## src/hbp_pkg.sv

```systemverilog
// Shared types and constants of the hybrid branch predictor core.
// Used by hbp_ctrl, hbp_datapath and hybrid_branch_predictor_core.
`default_nettype none

package hbp_pkg;

   // Configuration register indexes.
   localparam logic [2:0] CSR_MODE         = 3'd0;
   localparam logic [2:0] CSR_BIMODAL_BITS = 3'd1;
   localparam logic [2:0] CSR_GSHARE_BITS  = 3'd2;
   localparam logic [2:0] CSR_HISTORY_BITS = 3'd3;
   localparam logic [2:0] CSR_CHOOSER_BITS = 3'd4;

   localparam int CSR_INDEX_WIDTH = 3;
   localparam int CSR_DATA_WIDTH  = 4;

   // Predictor modes. Code 3 acts as hybrid.
   localparam logic [1:0] MODE_BIMODAL = 2'd0;
   localparam logic [1:0] MODE_GSHARE  = 2'd1;
   localparam logic [1:0] MODE_HYBRID  = 2'd2;

   // Reset contents of the counter tables.
   localparam logic [1:0] CTR_WEAK_TAKEN = 2'd2;
   localparam logic [1:0] CTR_CHOOSER_INIT = 2'd1;
   localparam logic [1:0] CTR_MAX = 2'd3;
   localparam logic [1:0] CTR_MIN = 2'd0;

   typedef struct packed {
      logic [31:0] branch_address;
      logic        taken;
   } req_payload_type;

   typedef struct packed {
      logic        predicted_taken;
      logic        mispredicted;
      logic        used_gshare;
      logic [31:0] miss_count;
   } rsp_payload_type;

   typedef enum logic [1:0] {
      ST_CLEAR,
      ST_IDLE,
      ST_LOOKUP,
      ST_UPDATE
   } state_type;

   // Commands from the controller to the datapath.
   typedef struct packed {
      logic clear_step;
      logic capture;
      logic lookup;
      logic commit;
   } cmd_type;

   // Status from the datapath to the controller.
   typedef struct packed {
      logic clear_last;
   } status_type;

   // Two-bit saturating counter step.
   function automatic logic [1:0] train(input logic [1:0] ctr, input logic up);
      logic [1:0] result;
      if (up) begin
         result = (ctr == CTR_MAX) ? CTR_MAX : ctr + 2'd1;
      end else begin
         result = (ctr == CTR_MIN) ? CTR_MIN : ctr - 2'd1;
      end
      return result;
   endfunction

endpackage

`default_nettype wire

```

## src/hbp_ctrl.sv

```systemverilog
// Controller state machine of the hybrid branch predictor core.
// Depends on hbp_pkg; drives hbp_datapath through cmd_type.
`default_nettype none

module hbp_ctrl (
   input  wire logic               clock,
   input  wire logic               reset,
   input  wire logic               req_valid,
   output logic                    req_ready,
   output logic                    rsp_valid,
   input  wire logic               rsp_ready,
   output hbp_pkg::cmd_type        cmd,
   input  wire hbp_pkg::status_type status
);
   import hbp_pkg::*;

   state_type state_ff;
   state_type state_in;
   logic      rsp_valid_ff;
   logic      rsp_valid_in;

   always_ff @(posedge clock) begin
      if (reset) begin
         state_ff     <= ST_CLEAR;
         rsp_valid_ff <= 1'b0;
      end else begin
         state_ff     <= state_in;
         rsp_valid_ff <= rsp_valid_in;
      end
   end

   always_comb begin
      state_in       = state_ff;
      cmd            = '0;
      req_ready      = 1'b0;
      rsp_valid_in   = rsp_valid_ff && !rsp_ready;
      unique case (state_ff)
         ST_CLEAR: begin
            cmd.clear_step = 1'b1;
            if (status.clear_last) begin
               state_in = ST_IDLE;
            end
         end
         ST_IDLE: begin
            req_ready = 1'b1;
            if (req_valid) begin
               cmd.capture = 1'b1;
               state_in    = ST_LOOKUP;
            end
         end
         ST_LOOKUP: begin
            cmd.lookup = 1'b1;
            state_in   = ST_UPDATE;
         end
         ST_UPDATE: begin
            // Results commit only once the output register is free.
            if (!rsp_valid_ff || rsp_ready) begin
               cmd.commit   = 1'b1;
               rsp_valid_in = 1'b1;
               state_in     = ST_IDLE;
            end
         end
         default: begin
            state_in = ST_CLEAR;
         end
      endcase
   end

   assign rsp_valid = rsp_valid_ff;

endmodule

`default_nettype wire

```

## config.mk

```make
export PLATFORM = sky130hd
export DESIGN_NAME = hbp_ctrl
export DESIGN_NICKNAME = d
export VERILOG_FILES = /design/src/hbp_pkg.sv /design/src/hbp_ctrl.sv
export SDC_FILE = /design/constraint.sdc
export NUM_CORES = 1
export LEC_CHECK = 0
export BUFFER_PORTS_ARGS = -buffer_cell sky130_fd_sc_hd__buf_2
export CORE_AREA = 2 2 39 41
export CTS_CLUSTER_DIAMETER = 50
export DETAILED_ROUTE_END_ITERATION = 7
export DIE_AREA = 0 0 41 43
export SYNTH_ARGS = -nofsm -noshare
export SYNTH_HDL_FRONTEND = slang
export SYNTH_SLANG_ARGS = --single-unit
```

## constraint.sdc

```tcl
create_clock -name clock -period 2.7 [get_ports clock]
set_input_delay 0.135 -clock clock [delete_from_list [all_inputs] [get_ports clock]]
set_output_delay 0.135 -clock clock [all_outputs]
set_load 0.02 [all_outputs]
```

==> flow_summary.yaml, run 1 <==
power_and_ir_drop:
  pwr-share-clk_pct: 26.2
  p_total_w: 0.0002960
  internal-power_w: 0.0001731
  p_leak_nw: 0.1712
  power_frac_seq_pct: 24.2
  power_density_nw_per_um2: 950.0
  p_switching_w: 0.0001229
  swShare_pct: 41.52
  peakVddDrop_uv: 206.5
  combPwrFrac_pct: 49.6
die:
  core_um2: 1384
  dieArea_um2: 1763
  die_h_um: 43
  die_width_um: 41
  io_pins: 11
  rows: 14
  start_util_pct: 15.55
setup_path:
  cp_slowest_cell: "a222oi_1"
  arrival_ps: 1720
  end_kind: "flip-flop"
  cp-start-kind: "flip-flop"
  crit_buf_inv: 1
  worstPathMaxFanout: 4
  cp.required_ps: 2810
  critPathKind: "flip-flop to flip-flop"
  cp_cell_sequence: "inv_1 > ha_1 > a222oi_1 > mux2_1"
  slowest_delay_ps: 450
  cp_top_family: "compound AO/OA/AOI/OAI gates"
layout:
  num-fill-cells: 156
  multiInputGateArea_um2: 140.1
  area_delta_synth_final_pct: 44.77
  nets: 49
  antenna_cells: 0
  utilization_pct: 22.51
  seq_area_um2: 60.06
  drive_above_1_share_pct: 34.21
run_status:
  run_status: "finished clean"
sta:
  finalSetupTns_ps: 0
  setup_viol: 0
  slew_viol_final: 0
  hold_viol: 0
  rsz0062_at_grt: "no"
  fin_skew_ps: 0.3166
  relSlewSlack_pct: 70.65
  fin_crit_ps: 1606
  fmax_ghz: 0.6225
  min_period_over_period_pct: 59.49
  worst_pin_slew_ps: 440.2
global_routing:
  grt_usage_pct: 6.727
  overflow: 0
  antenna_found_initial: 0
  grt_pass1_vias: 185
  grt_start_max_net_pins: 6
  grt_pass1_wl_um: 655
clocking:
  cts_buffer_depth: 2
  clock_latency_ps: 230
  clk_pin_slew_ps: 30
  clock_sinks: 3
  cts-resized-gates: 0
  postCtsSetupBuffers: 0
  cts_tree: "built"
  h-tree-depth: 1
  numCtsBuffers: 3
  ctsHoldBuffers: 0
  cts-root-buf: "clkbuf_4"
yosys:
  synthTopCellsByArea: "ha_1 (29%), dfxtp_1 (28%), inv_1 (7.0%)"
  postSynthCellCount: 24
  synth_seq_cells: 3
  syn_nets: 34
  synth_top_area_share_pct: 29.07
  synth_async_sr_flop_share_pct: 0
  avgSynthCellArea_um2: 8.967
  synth_edf_count: 0
  synth_ff_type: "dfxtp_1"
  ys_top_cells_by_count: "ha_1 (5), inv_1 (4), nor2_1 (4), dfxtp_1 (3)"
  synth_seq_area_share_pct: 27.91
  ys_warn_count: 0
  synth.most_common_cell: "ha_1"
  yosys.area.top_type: "ha_1"
  synth.distinct_cells: 10
  syn_area_um2: 215.2
route:
  avgRoutedWirePerCell_um: 8.093
  drt-pass1-iter-count: 4
  drtIter0Drc: 8
  drc: 0
  vias: 197
  drt_wl_total_um: 437
  drtAntennaViolNets: 0
  vias_per_cell: 3.648
place:
  place_congestion: 0.6872
  numPortBuffers: 10
  hpwl_um: 358.9
flow_run:
  drv_cap: 0
worst_hold_path:
  hold_path.class: "input pin to flip-flop"
state kept, by name (all words and copies together), names as in the netlist:
name / count
state_ff: 2
rsp_valid: 1
worst register-to-register path, cell delays in order (launching register included):
cell and delay [ps]:
dfxtp_1 370, inv_1 90, ha_1 210, a222oi_1 450, mux2_1 360
path summary, 6_finish.rpt:
kind	from	endpoint	slack [ps]	cells after the start
worst max-delay path	state_ff[0]$_SDFFE_PP0P_	state_ff[0]$_SDFFE_PP0P_	1090	4
worst min register to register	state_ff[1]$_SDFFE_PP0P_	state_ff[1]$_SDFFE_PP0P_	530	2
worst min-delay path	reset	rsp_valid$_SDFF_PP0_	130	2
worst max register to register	state_ff[0]$_SDFFE_PP0P_	state_ff[0]$_SDFFE_PP0P_	1090	4
power groups by stage:
stage,clock [W],combinational [W],sequential [W]
5_1_grt,0.0000873,0.000166,0.0000745
4_1_cts,0.0000824,0.000147,0.0000715
3_5_place_dp,0,0.000147,0.0000723
2_1_floorplan,0,0.000111,0.0000712
6_report,0.0000777,0.000147,0.0000716
3_3_place_gp,0,0.000147,0.0000714
cell families after synthesis:
kind of cell             synth area share [%]
AND/OR/NAND/NOR                         21.51
adder cells (fa/ha/maj)                 29.07
buffers and inverters                   6.975
flip-flops                              27.91
multiplexers                            9.884
AO/OA/AOI/OAI                           4.651
metal layers:
metal / global-route usage, % / wire, um
met3: 6.283 / 55
met4: 8.000 / 0
met2: 9.063 / 209
met5: 0 / 0
met1: 4.502 / 172
cells in the final DEF, fill, tap and decap left out, drive strengths merged:
master and instances:
nor2 4, and2 1, buf 10, nand2b 2
mux2i 1, inv 4, a222oi 1, clkbuf 4
ha 5, nor2b 2, dfxtp 3, mux2 1
area by class of cell:
class / count / area share, %
sequential: 3 / 19.28
multi-input combinational: 17 / 44.98
inverter: 4 / 4.819
tap: 16 / 6.426
timing repair buffer: 10 / 16.06
clock buffer: 4 / 8.434
through the flow:
step	hold slack (ps)	worst slack, ps	instances	area [um^2]
finish	131.7	1094	54	311.5
global placement	360.5	1104	50	285.3
detailed placement	373.0	1086	50	285.3
floorplan	207.4	1065	24	215.2
global route	126.3	916.7	54	311.5
CTS	123.1	1081	54	311.5
Note: power is estimated with default switching activity, not from simulation.
==> run 2, diff against run 1 <==
Clock period 2.7 ns to 1.5 ns, I/O delays scaled along.
==> run 2 against run 1 <==
Compared with the run above: register-to-register slack worse by 1000 ps; combinational power increased by 130%; routed wire length decreased by 1.4%; sequential share of layout area shrank 0.13 points; sequential cell count stayed put; core utilization rose by 3.0 points; power rose by 110%; sequential power rose by 100%; non-clock buffer count increased by 2; critical path depth increased by 1; via count is 4.1% higher.
==> flow_summary.yaml, run 2 (synthesis results as in run 1) <==
sta:
  slew_viol_final: 0
  fmax_ghz: 0.6924
  finalSetupTns_ps: 0
  fin_ws_ps: 55.83
  rsz0062_at_grt: "no"
  min_period_over_period_pct: 96.28
  relSlewSlack_pct: 82.26
  worst_pin_slew_ps: 266.0
  setup_viol: 0
  hold_viol: 0
  fin_skew_ps: 0.8726
  fin_crit_ps: 1444
layout:
  final_common_cell: "buf_2"
  area_delta_synth_final_pct: 63.95
  num-fill-cells: 162
  regMostFlops: "state_ff"
  antenna_cells: 0
  drive_above_1_share_pct: 55.00
  nets: 51
  mostFrequentLayoutCells: "buf_2 (10), nor2_1 (4), ha_1 (3), clkbuf_4 (3)"
  largest_reg_flops: 2
  fin_cells: 56
  final_area_um2: 352.8
  utilization_pct: 25.50
place:
  numPortBuffers: 10
  place_area_um2: 310.3
  place_worst_setup_slack_ps: 3.825
  place_congestion: 0.6253
  placed_cells_incl_taps: 51
global_routing:
  antenna_found_initial: 0
  overflow: 0
  grt_pass1_wl_um: 717
  grt_start_max_net_pins: 6
  grt_pass1_vias: 189
  grt_usage_pct: 7.021
setup_path:
  crit_cells: 5
  cp-start-kind: "flip-flop"
  r2r_cells: 5
  cp.required_ps: 1610
  crit_buf_inv: 2
  end_kind: "flip-flop"
  cp_top_family: "flip-flops"
  worstPathMaxFanout: 4
  slowest_delay_ps: 360
  cp_cell_sequence: "inv_2 > ha_4 > a222oi_1 > buf_4 > mux2_4"
  critPathKind: "flip-flop to flip-flop"
  arrival_ps: 1560
  cp_slowest_cell: "dfxtp_4"
power_and_ir_drop:
  power_density_nw_per_um2: 1775
  peakVddDrop_uv: 491.9
  p_leak_nw: 0.1844
die:
  core_um2: 1384
  start_util_pct: 15.55
  rows: 14
  dieArea_um2: 1763
  die_width_um: 41
  io_pins: 11
  die_h_um: 43
clocking:
  h-tree-depth: 1
  clk_pin_slew_ps: 30
  cts-root-buf: "clkbuf_4"
  cts_tree: "built"
  clock_sinks: 3
  cts_buffer_depth: 2
  clock_latency_ps: 230
  numCtsBuffers: 3
  ctsHoldBuffers: 0
route:
  avgRoutedWirePerCell_um: 7.696
  vias: 205
  drc: 0
  drtAntennaViolNets: 0
  vias_per_cell: 3.661
  drt-pass1-iter-count: 4
  drtIter0Drc: 6
  drt_wl_total_um: 431
run_status:
  run_status: "finished clean"
worst_hold_path:
  holdPathStages: 2
  hold_path.class: "input pin to flip-flop"
flow_run:
  drv_cap: 0
[run 2: cell count changes in the layout (fill, tap and decap cells not counted), moves of 2 or more]
cell	previous run	this run
inv_1	4	2
ha_1	5	3
inv_2	0	2
dfxtp_4	0	2
buf_4	0	2
dfxtp_1	3	1
[run 2: stage by stage]
stage / total power (W) / hold WS [ps]
after floorplan: 0.0003737 / 147.4
after global placement: 0.0004447 / 305.5
after detailed placement: 0.0004607 / 305.8
after CTS: 0.0006074 / 57.52
after global routing: 0.0006887 / 66.02
final: 0.0006264 / 61.26
[run 2: cell type report]
class,count,area [um^2],share of cell area (%)
tap,16,20.02,5.674
clock buffer,4,26.28,7.447
multi-input combinational,17,158.9,45.04
sequential,3,67.56,19.15
inverter,4,15.01,4.255
timing repair buffer,12,65.06,18.44
[run 2: timing repair]
action / in CTS / in global routing
gates resized for setup: 0 / 3
setup buffers: 0 / 1
setup endpoints to repair: 0 / 2
[run 2: final timing paths]
path | start | to | slack [ps]
worst max register to register | state_ff[0]$_SDFFE_PP0P_ | state_ff[0]$_SDFFE_PP0P_ | 60
worst min-delay path | reset | rsp_valid$_SDFF_PP0_ | 60
worst min register to register | state_ff[1]$_SDFFE_PP0P_ | state_ff[1]$_SDFFE_PP0P_ | 510
worst max-delay path | state_ff[0]$_SDFFE_PP0P_ | state_ff[0]$_SDFFE_PP0P_ | 60
[run 2: where the power goes]
group	internal (W)	switching (W)	total (W)
registers	0.000117	0.0000276	0.000145
clock network	0.0000994	0.0000380	0.000137
logic	0.000168	0.000177	0.000344
total	0.000384	0.000242	0.000626
[run 2: routing by layer]
layer / part of all wire (%) / wire (um) / up-vias / track usage [%]
li1: - / - / 108 / -
met1: 40 / 172 / 89 / 5.769
met2: 49 / 212 / 8 / 8.750
met3: 10 / 45 / 0 / 6.283
met4: 0 / 0 / 0 / 8.000
met5: 0 / 0 / - / 0
[run 2: worst register-to-register path: cells and delay by family, from the launching register on]
kind / cells / cell delay [ps]
compound gates: 1 / 300
buf+inv: 2 / 240
fa+ha+maj: 1 / 150
mux: 1 / 290
flops: 1 / 360
